$ cat src/rtl/core/orb_pkg.sv
`timescale 1ns / 1ps

package orb_pkg;

    localparam int CFG_W     = 10;
    localparam int COORD_W   = 10;
    localparam int ARITH_W   = COORD_W + 2;
    localparam int MAX_SIDE  = 512;
    localparam int MAP_RESET = 512;
    localparam int TILE_W    = 16;
    localparam int TILE_BITS = 16;
    // Number of tile bits that take part in the nonzero test.
    localparam int TILE_CHK  = (TILE_BITS < TILE_W) ? TILE_BITS : TILE_W;
    localparam int ADDR_W    = 2;

    localparam logic [ADDR_W-1:0] REG_MAP_WIDTH  = 2'd0;
    localparam logic [ADDR_W-1:0] REG_MAP_HEIGHT = 2'd1;
    localparam logic [ADDR_W-1:0] REG_MIN_WIDTH  = 2'd2;
    localparam logic [ADDR_W-1:0] REG_MIN_HEIGHT = 2'd3;

    typedef logic [COORD_W-1:0] coord_t;

    typedef struct packed {
        coord_t min_x;
        coord_t min_y;
        coord_t max_x;
        coord_t max_y;
    } bounds_t;

    typedef struct packed {
        coord_t lo;
        coord_t hi;
    } span_t;

    function automatic coord_t clamp_side(input coord_t v, input logic floor_one);
        coord_t r;
        r = v;
        if (floor_one && v == '0) begin
            r = coord_t'(1);
        end else if (int'(v) > MAX_SIDE) begin
            r = coord_t'(MAX_SIDE);
        end
        return r;
    endfunction

    // Widen one axis to the wanted size and clamp it to the map. The low end
    // may wrap below zero to a large value when the wanted size exceeds the map.
    function automatic span_t fit_axis(input coord_t mn, input coord_t mx,
                                       input coord_t side, input coord_t want);
        logic signed [ARITH_W-1:0] lo;
        logic signed [ARITH_W-1:0] hi;
        logic signed [ARITH_W-1:0] rest;
        logic signed [ARITH_W-1:0] half;
        logic signed [ARITH_W-1:0] want_s;
        logic signed [ARITH_W-1:0] side_s;
        span_t r;
        want_s = $signed({2'b00, want});
        side_s = $signed({2'b00, side});
        lo     = $signed({2'b00, mn});
        hi     = $signed({2'b00, mx}) + ARITH_W'(1);
        rest   = want_s - (hi - lo);
        if (rest < 0) begin
            rest = '0;
        end
        half = rest >>> 1;
        lo   = lo - (rest - half);
        hi   = hi + half;
        if (lo < 0) begin
            lo = '0;
            hi = want_s;
        end
        if (hi > side_s) begin
            lo = side_s - want_s;
            hi = side_s;
        end
        r.lo = lo[COORD_W-1:0];
        r.hi = hi[COORD_W-1:0];
        return r;
    endfunction

endpackage

$ cat src/rtl/core/occupied_region_bounds.sv
`timescale 1ns / 1ps
// Throughput: one tile transfer per cycle while the result side keeps up.
// Pipeline: the final bounds are latched when the last tile is taken, and the
// result register then takes both axes as widened and clamped.
// Reset (aresetn low, synchronous) restores the map size registers to 512, the
// minimum sizes to 0, and starts a fresh scan with both pipeline stages empty.
module occupied_region_bounds (
    input  logic                         aclk,
    input  logic                         aresetn,
    input  logic                         cfg_we,
    input  logic [orb_pkg::ADDR_W-1:0]   cfg_addr,
    input  logic [orb_pkg::CFG_W-1:0]    cfg_wdata,
    input  logic                         s_tvalid,
    output logic                         s_tready,
    input  logic [orb_pkg::TILE_W-1:0]   s_tdata,   // [15:0] tile_value
    input  logic                         s_tlast,   // last_tile
    output logic                         m_tvalid,
    input  logic                         m_tready,
    output logic [4*orb_pkg::COORD_W-1:0] m_tdata,  // low_x, low_y, high_x, high_y
    output logic                         m_tuser    // region_empty
);
    import orb_pkg::*;

    coord_t  map_width_reg, map_height_reg, min_width_reg, min_height_reg;
    coord_t  w_eff, h_eff, minw_eff, minh_eff;
    logic    out_free;
    logic    p1_valid;
    bounds_t p1_bounds;
    logic    box_empty;
    span_t   fit_x, fit_y;
    logic    m_tvalid_reg;
    logic [4*COORD_W-1:0] m_tdata_reg, m_tdata_next;
    logic    m_tuser_reg;

    always_ff @(posedge aclk) begin
        if (!aresetn) begin
            map_width_reg  <= coord_t'(MAP_RESET);
            map_height_reg <= coord_t'(MAP_RESET);
            min_width_reg  <= '0;
            min_height_reg <= '0;
        end else if (cfg_we) begin
            unique case (cfg_addr)
                REG_MAP_WIDTH:  map_width_reg  <= cfg_wdata;
                REG_MAP_HEIGHT: map_height_reg <= cfg_wdata;
                REG_MIN_WIDTH:  min_width_reg  <= cfg_wdata;
                REG_MIN_HEIGHT: min_height_reg <= cfg_wdata;
            endcase
        end
    end

    assign w_eff    = clamp_side(map_width_reg, 1'b1);
    assign h_eff    = clamp_side(map_height_reg, 1'b1);
    assign minw_eff = clamp_side(min_width_reg, 1'b0);
    assign minh_eff = clamp_side(min_height_reg, 1'b0);

    assign out_free = !m_tvalid_reg || m_tready;

    orb_tracker u_tracker (
        .aclk      (aclk),
        .aresetn   (aresetn),
        .in_valid  (s_tvalid),
        .in_tile   (s_tdata),
        .in_last   (s_tlast),
        .out_free  (out_free),
        .w_eff     (w_eff),
        .h_eff     (h_eff),
        .in_ready  (s_tready),
        .p1_valid  (p1_valid),
        .p1_bounds (p1_bounds)
    );

    assign box_empty = (p1_bounds.min_x > p1_bounds.max_x) ||
                       (p1_bounds.min_y > p1_bounds.max_y);
    assign fit_x = fit_axis(p1_bounds.min_x, p1_bounds.max_x, w_eff, minw_eff);
    assign fit_y = fit_axis(p1_bounds.min_y, p1_bounds.max_y, h_eff, minh_eff);

    always_comb begin
        if (box_empty) begin
            m_tdata_next = '0;
        end else begin
            m_tdata_next = {fit_y.hi, fit_x.hi, fit_y.lo, fit_x.lo};
        end
    end

    always_ff @(posedge aclk) begin
        if (!aresetn) begin
            m_tvalid_reg <= 1'b0;
        end else if (out_free) begin
            m_tvalid_reg <= p1_valid;
        end
    end

    always_ff @(posedge aclk) begin
        if (out_free && p1_valid) begin
            m_tdata_reg <= m_tdata_next;
            m_tuser_reg <= box_empty;
        end
    end

    assign m_tvalid = m_tvalid_reg;
    assign m_tdata  = m_tdata_reg;
    assign m_tuser  = m_tuser_reg;

`ifndef SYNTHESIS
    a_empty_zero: assert property (@(posedge aclk) disable iff (!aresetn)
        m_tvalid && m_tuser |-> m_tdata == '0)
        else $error("empty region carries nonzero coordinates");

    a_high_x_in_map: assert property (@(posedge aclk) disable iff (!aresetn)
        m_tvalid && !m_tuser |-> m_tdata[3*COORD_W-1:2*COORD_W] <= w_eff)
        else $error("right edge beyond map width");

    a_high_y_in_map: assert property (@(posedge aclk) disable iff (!aresetn)
        m_tvalid && !m_tuser |-> m_tdata[4*COORD_W-1:3*COORD_W] <= h_eff)
        else $error("bottom edge beyond map height");

    a_stage_moves: assert property (@(posedge aclk) disable iff (!aresetn)
        p1_valid && out_free |=> m_tvalid)
        else $error("latched bounds did not reach the result register");
`endif

endmodule

$ cat src/rtl/core/orb_tracker.sv
`timescale 1ns / 1ps

module orb_tracker (
    input  logic                     aclk,
    input  logic                     aresetn,
    input  logic                     in_valid,
    input  logic [orb_pkg::TILE_W-1:0] in_tile,
    input  logic                     in_last,
    input  logic                     out_free,
    input  orb_pkg::coord_t          w_eff,
    input  orb_pkg::coord_t          h_eff,
    output logic                     in_ready,
    output logic                     p1_valid,
    output orb_pkg::bounds_t         p1_bounds
);
    import orb_pkg::*;

    coord_t  col_reg, col_next;
    coord_t  row_reg, row_next;
    bounds_t seen_reg, seen_next;
    bounds_t upd;
    logic    p1_valid_reg, p1_valid_next;
    bounds_t p1_bounds_reg;
    logic    fire;
    logic    nonzero;
    logic [COORD_W:0] col_inc;
    logic [COORD_W:0] row_inc;

    assign in_ready = !p1_valid_reg || out_free;
    assign fire     = in_valid && in_ready;
    assign nonzero  = |in_tile[TILE_CHK-1:0];
    assign col_inc  = {1'b0, col_reg} + (COORD_W+1)'(1);
    assign row_inc  = {1'b0, row_reg} + (COORD_W+1)'(1);

    always_comb begin
        upd = seen_reg;
        if (nonzero) begin
            if (col_reg < seen_reg.min_x) upd.min_x = col_reg;
            if (row_reg < seen_reg.min_y) upd.min_y = row_reg;
            if (col_reg > seen_reg.max_x) upd.max_x = col_reg;
            if (row_reg > seen_reg.max_y) upd.max_y = row_reg;
        end

        col_next      = col_reg;
        row_next      = row_reg;
        seen_next     = seen_reg;
        p1_valid_next = p1_valid_reg && !out_free;

        if (fire) begin
            if (in_last) begin
                p1_valid_next   = 1'b1;
                col_next        = '0;
                row_next        = '0;
                seen_next.min_x = w_eff;
                seen_next.min_y = h_eff;
                seen_next.max_x = '0;
                seen_next.max_y = '0;
            end else begin
                seen_next = upd;
                if (col_inc >= {1'b0, w_eff}) begin
                    col_next = '0;
                    // The row wraps to zero at the map height.
                    if (row_inc >= {1'b0, h_eff}) begin
                        row_next = '0;
                    end else begin
                        row_next = row_inc[COORD_W-1:0];
                    end
                end else begin
                    col_next = col_inc[COORD_W-1:0];
                end
            end
        end
    end

    always_ff @(posedge aclk) begin
        if (!aresetn) begin
            col_reg        <= '0;
            row_reg        <= '0;
            seen_reg.min_x <= clamp_side(coord_t'(MAP_RESET), 1'b1);
            seen_reg.min_y <= clamp_side(coord_t'(MAP_RESET), 1'b1);
            seen_reg.max_x <= '0;
            seen_reg.max_y <= '0;
            p1_valid_reg   <= 1'b0;
        end else begin
            col_reg      <= col_next;
            row_reg      <= row_next;
            seen_reg     <= seen_next;
            p1_valid_reg <= p1_valid_next;
        end
    end

    always_ff @(posedge aclk) begin
        if (fire && in_last) begin
            p1_bounds_reg <= upd;
        end
    end

    assign p1_valid  = p1_valid_reg;
    assign p1_bounds = p1_bounds_reg;

endmodule
$ cat config.mk
export PLATFORM = sky130hd
export DESIGN_NAME = occupied_region_bounds
export DESIGN_NICKNAME = d
export VERILOG_FILES = /design/src/rtl/core/orb_pkg.sv /design/src/rtl/core/occupied_region_bounds.sv /design/src/rtl/core/orb_tracker.sv
export SDC_FILE = /design/constraint.sdc
export NUM_CORES = 1
export LEC_CHECK = 0
export ABC_AREA = 1
export BUFFER_PORTS_ARGS = -buffer_cell sky130_fd_sc_hd__buf_2
export CAP_MARGIN = 20
export CORE_ASPECT_RATIO = 0.8
export CORE_UTILIZATION = 69
export DETAILED_ROUTE_END_ITERATION = 16
export PLACE_DENSITY = 0.95
export SLEW_MARGIN = 20
export SYNTH_ARGS = -nofsm -noshare
export SYNTH_HDL_FRONTEND = slang
export SYNTH_SLANG_ARGS = --single-unit
$ cat constraint.sdc
create_clock -name aclk -period 12.16 [get_ports aclk]
set_input_delay 0.608 -clock aclk [delete_from_list [all_inputs] [get_ports aclk]]
set_output_delay 0.608 -clock aclk [all_outputs]
set_load 0.05 [all_outputs]
# Word level (Yosys, flattened, before mapping)
# Cells that the tools add are included.
dict set report word_totals {
  reg_bits 183
  inputBits 34
  output_inout_bits 43
  wordCells 104
}
dict set report op_classes {
  add_sub_neg 16
  order_cmp 18
  eq_ne 3
  n_mux 29
  reduce_logical 20
}
# cell count
set ops {}
lappend ops {{10-bit two-way mux} 21}
lappend ops {{40-bit two-way mux} 2}
lappend ops {{12-bit by 1-bit < comparator with 1-bit output (second input constant)} 4}
lappend ops {{12-bit two-way mux} 4}
lappend ops {{11-bit by 12-bit subtractor with 12-bit output} 4}
lappend ops {{10-bit by 1-bit adder with 11-bit output (second input constant)} 4}
lappend ops {{10-bit > comparator} 4}
lappend ops {{10-bit > comparator (second input constant)} 4}
lappend ops {{12-bit by 11-bit adder with 12-bit output} 2}
lappend ops {{12-bit by 11-bit > comparator with 1-bit output} 2}
lappend ops {{11-bit by 10-bit subtractor with 12-bit output} 2}
lappend ops {{12-bit by 11-bit subtractor with 12-bit output} 2}
lappend ops {{11-bit by 10-bit greater-or-equal comparator with 1-bit output} 2}
lappend ops {{10-bit logical NOT} 2}
lappend ops {{10-bit < comparator} 2}
lappend ops {{10-bit subtractor} 2}
lappend ops {{16-bit OR reduction} 1}
lappend ops {{2-bit AND reduction} 5}
lappend ops {{2-bit == test (second input constant)} 2}
lappend ops {{1-bit logical AND} 4}
lappend ops {{1-bit logical NOT} 3}
lappend ops {{1-bit logical OR} 3}
lappend ops {{2-bit by 1-bit == test with 1-bit output (second input constant)} 1}
lappend ops {{2-bit logical NOT} 1}
lappend ops {{2 further kinds} 3}

# Logic depth before layout (Yosys ltp)
dict set report logic_depth {
  word_depth 11
  depth_mapped 47
  depth_no_buf 44
}

# Cells and area by module
# Synthesis repeated with hierarchy kept, for this count alone.
dict set report unflattened {
  hier_cells 2359
  hier_area_um2 16963.8
}
# mod instances cells_per_inst area_each_um2 seq_area_each_um2
set by_module_without_submodules {}
lappend by_module_without_submodules {occupied_region_bounds 1 1502 10432.5 2052.0}
lappend by_module_without_submodules {orb_tracker 1 857 6531.3 2422.3}

# Worst setup path before layout
# No wires, ideal clock.
dict set report synth_timing {
  kind {reg-to-reg}
  startpoint {reg u_tracker.p1_bounds_reg (netlist bit u_tracker.p1_bounds[12])}
  endpoint {reg m_tdata_reg[28], in the netlist m_tdata[28] (data pin)}
  setup_time_ns 0.259
  arrival_time_ns 5.885
  t_required_ns 11.901
  path_slack_ns 6.016
  path_stages_with_launch 44
  cell_sequence {edfxtp_1 -> inv_1 -> nor3_1 -> nand3_1 -> nor2_1 -> nand2_1 -> nor3_1 -> xor2_1 -> fa_1 -> inv_1 -> ha_1 -> nand2_1 -> nor2_1 -> nand3_1 -> nand3_1 -> inv_1 -> nor2_1 -> inv_1 -> [... 8 more ...] -> inv_6 -> buf_8 -> nand2_1 -> nand2_1 -> inv_1 -> ha_1 -> nand2_1 -> nor2_1 -> nand2_1 -> nand2_1 -> nand2_1 -> nand2_1 -> nand2_1 -> nand2_2 -> nand2_4 -> buf_6 -> nand2_1 -> a21oi_2}
}
dict set report synth_between {
  elab_chain_len 11
}
# element line_no
set synth_lines {}
lappend synth_lines {{from (decl)} orb_tracker.sv:23} ;# bounds_t p1_bounds_reg;
lappend synth_lines {{from (signal assigned)} orb_tracker.sv:94} ;# p1_bounds_reg <= upd;
lappend synth_lines {{10-bit by 1-bit adder with 11-bit output} orb_pkg.sv:60} ;# hi = $signed({2'b00, mx}) + ARITH_W'(1);
lappend synth_lines {{11-bit by 10-bit subtractor with 12-bit output} orb_pkg.sv:61} ;# rest = want_s - (hi - lo);
lappend synth_lines {{11-bit by 12-bit subtractor with 12-bit output} orb_pkg.sv:61}
lappend synth_lines {{12-bit by 1-bit < comparator with 1-bit output} orb_pkg.sv:62} ;# if (rest < 0) begin
lappend synth_lines {{12-bit two-way mux} orb_pkg.sv:62}
lappend synth_lines {{12-bit by 11-bit subtractor with 12-bit output} orb_pkg.sv:66} ;# lo = lo - (rest - half);
lappend synth_lines {{11-bit by 12-bit subtractor with 12-bit output} orb_pkg.sv:66}
lappend synth_lines {{12-bit by 1-bit < comparator with 1-bit output} orb_pkg.sv:68} ;# if (lo < 0) begin
lappend synth_lines {{12-bit two-way mux} orb_pkg.sv:68}
lappend synth_lines {{12-bit by 11-bit > comparator with 1-bit output} orb_pkg.sv:72} ;# if (hi > side_s) begin
lappend synth_lines {{10-bit two-way mux} orb_pkg.sv:72}
lappend synth_lines {{to (signal assigned)} occupied_region_bounds.sv:95} ;# m_tdata_reg <= m_tdata_next;
lappend synth_lines {{to (decl)} occupied_region_bounds.sv:32} ;# logic [4*COORD_W-1:0] m_tdata_reg, m_tdata_next;
# Several ways; a longest one is shown, not always the timed one.
# A chain may end at the register's enable or synchronous reset.

# Worst setup path in the final report
dict set report layout_timing {
  startpoint {reg u_tracker.p1_bounds_reg (netlist bit u_tracker.p1_bounds[0])}
  endpoint {reg m_tdata_reg[38], in the netlist m_tdata[38] (data pin)}
}
# Same word-level chain as after synthesis.

==> qor.txt <==
Mapped Cells - 2414
die area - 0.0253 mm^2
synth cell count leaders - nand2_1, inv_1, a21oi_1, nor2_1, ha_1
Total GRT Usage - 38.9%
CTS Buffer Depth - 2
synth top area cells - edfxtp_1, ha_1, nand2_1
min cycle time layout - 7.91 ns
CP max-delay cell - o21ai_0
Setup crit end - m_tdata[38]
CTS tree - built
Reg2Reg Depth - 35
Hold Path Class - in2reg
TritonCTS buffer count - 17
H-tree lvl count - 4
max-cap violations - 0
cell mode on critical path - inv_1
Clock Latency Late Sink - 0.46 ns
wire length of the first global-routing pass - 77100 um
critical path startpoint category - flip-flop
skew final - 0.0146 ns
Critical Path Max Stage Delay - 0.59 ns
gr ovfl total - 0
Vert. Die Dim - 142 um
Yosys warnings - 0
Syn Nets - 2680
Max Slew Vio Count - 0
CTS Root Cell - clkbuf_16
Routed Antenna Nets - 0
DRC Markers - 0
# rows - 50
initial antenna violation count - 5
fmax - 126 MHz
setup violators final - 0
Critical Path RT - 12.34 ns
final worst setup slack - 4.25 ns
status - completed
CP max FO - 22
share of cells above drive strength 1 - 7.21%
Initial Util - 71.5%
Core Box Area - 0.0238 mm^2
Total Routed Length - 48900 um
Seq cells post-synth - 183
crit share post-route - 65.1%
post-synthesis sequential area ratio - 26.3%
Post-synth EDFFs - 81
Post-synth ARST share - 0%
clk sink count - 183
I/O Pins - 77
placed wire-length estimate - 37800 um
count leader, synth - nand2_1
Post-synth top flop - dfxtp_1
Worst-path clk slew - 0.07 ns
DR iter-0 viols - 2414
Crit Path Class - reg2reg
RSZ-0062 raised after global routing - false
Post-CTS Hold Buffers - 0
drt via density - 6.08
post-synth top area share - 14.3%
CP startpoint - u_tracker.p1_bounds[0]
Placer Congestion - 1.05
Setup TNS Final - 0 ns
routed vias - 16.9k
syn avg cell area - 7.04 um^2
Critical R2R Capture - m_tdata[38]
pin count of the biggest net entering global routing - 55
synth unique cells - 52
DRT Pass-1 Iters - 7
I/O Buffers - 76
pre-CTS setup slack - 4.46 ns
critical path arrival - 8.09 ns
max_slew headroom - 31.9%
critical path capture point type - flip-flop
final hold vios - 0
Nets - 2721
WL/cell - 17.5 um
vias in the first global route - 15.7k
R2R setup slack - 4.25 ns
P&R area growth vs syn - 6.02%
area leader, netlist - edfxtp_1
Die W - 177 um
Reg2Reg Launch Point - u_tracker.p1_bounds[0]
Worst Path Buf+Inv - 7
Mapped Area - 0.0170 mm^2
postcts setup bufs - 0
WP depth - 35
pin slew with the least headroom to its limit - 1.02 ns
cell family with most CP delay - simple AND/OR/NAND/NOR gates
cts repair resizes - 0
routing by layer:
layer,wire length (um),part of all wire [%],global-route usage (%)
met3,6390,13,9.27
met5,0,0,0
met1,19700,40,53.0
met4,1950,4.0,15.5
met2,20900,43,59.6
layout make-up:
type                       count  area, um^2
inverter                     412        1550
clock buffer                  20         437
tap                          312         390
sequential                   183        4470
timing repair buffer          80         410
antenna                        6        15.0
multi-input combinational   1761       10600
fill                        1763        5760
clock inverter                12        97.6
worst reg2reg max path, delay by kind of cell (launching register included):
kind / cells / cell delay (ns)
and+or+nand+nor: 17 / 3.15
adders and majority gates: 6 / 2.16
AOI/OAI and AO/OA: 4 / 1.07
buffers and inverters: 7 / 0.62
DFF: 1 / 0.43
xor gates and xnor gates: 1 / 0.19
how the worst min path moves through the flow:
| stage | from | to | depth (start not counted) |
|---|---|---|---|
| after detailed placement | u_tracker.seen_reg[11] | u_tracker.seen_reg[11] | 2 |
| final | cfg_wdata[1] | map_height_reg[1] | 3 |
| after floorplan | min_height_reg[1] | min_height_reg[1] | 2 |
| after global placement | u_tracker.seen_reg[11] | u_tracker.seen_reg[11] | 2 |
| after global routing | cfg_wdata[8] | map_height_reg[8] | 3 |
| after CTS | cfg_wdata[1] | map_height_reg[1] | 3 |
through the flow:
stage | std cells | cell area [um^2] | hold slack [ns] | util (%)
final | 2786 | 18000 | 0.458 | 75.8
after global routing | 2786 | 18000 | 0.442 | 75.8
after CTS | 2780 | 18000 | 0.447 | 75.7
after detailed placement | 2748 | 17500 | 0.458 | 73.5
after global placement | 2748 | 17500 | 0.452 | 73.5
after floorplan | 2414 | 17000 | 0.437 | -
cell families after synthesis:
kind of cell / count (synthesis) / share of synthesized area, %
and+or+nand+nor: 1093 / 28.1
adders and majority gates: 232 / 19.0
buffers and inverters: 470 / 11.1
DFF: 183 / 26.3
AOI/OAI and AO/OA: 367 / 11.9
xor gates and xnor gates: 69 / 3.56
cells in the final DEF, fill, tap and decap left out, types with 3 or more instances in the layout:
cell type	n
a211oi_1	3
a21boi_0	4
a21o_1	12
a21oi_1	196
a21oi_2	6
a31oi_1	4
and2_1	22
buf_2	76
buf_4	4
clkbuf_1	3
clkbuf_16	17
clkinvlp_4	3
dfxtp_1	102
diode_2	6
edfxtp_1	81
fa_1	44
ha_1	188
inv_1	401
inv_2	10
nand2_1	575
nand2_2	13
nand3_1	176
nand3_2	9
nand3b_1	8
nand4_1	48
nor2_1	193
nor2_2	6
nor2_4	5
nor3_1	16
o211ai_1	5
o21a_1	5
o21ai_0	76
o21ai_1	19
o21ai_2	5
o21bai_1	9
o22ai_1	16
or2_1	4
or2_2	10
xnor2_1	14
xor2_1	55
Power is not shown: default switching activity piles up to over one toggle a cycle in this logic, so the estimate is an artifact.
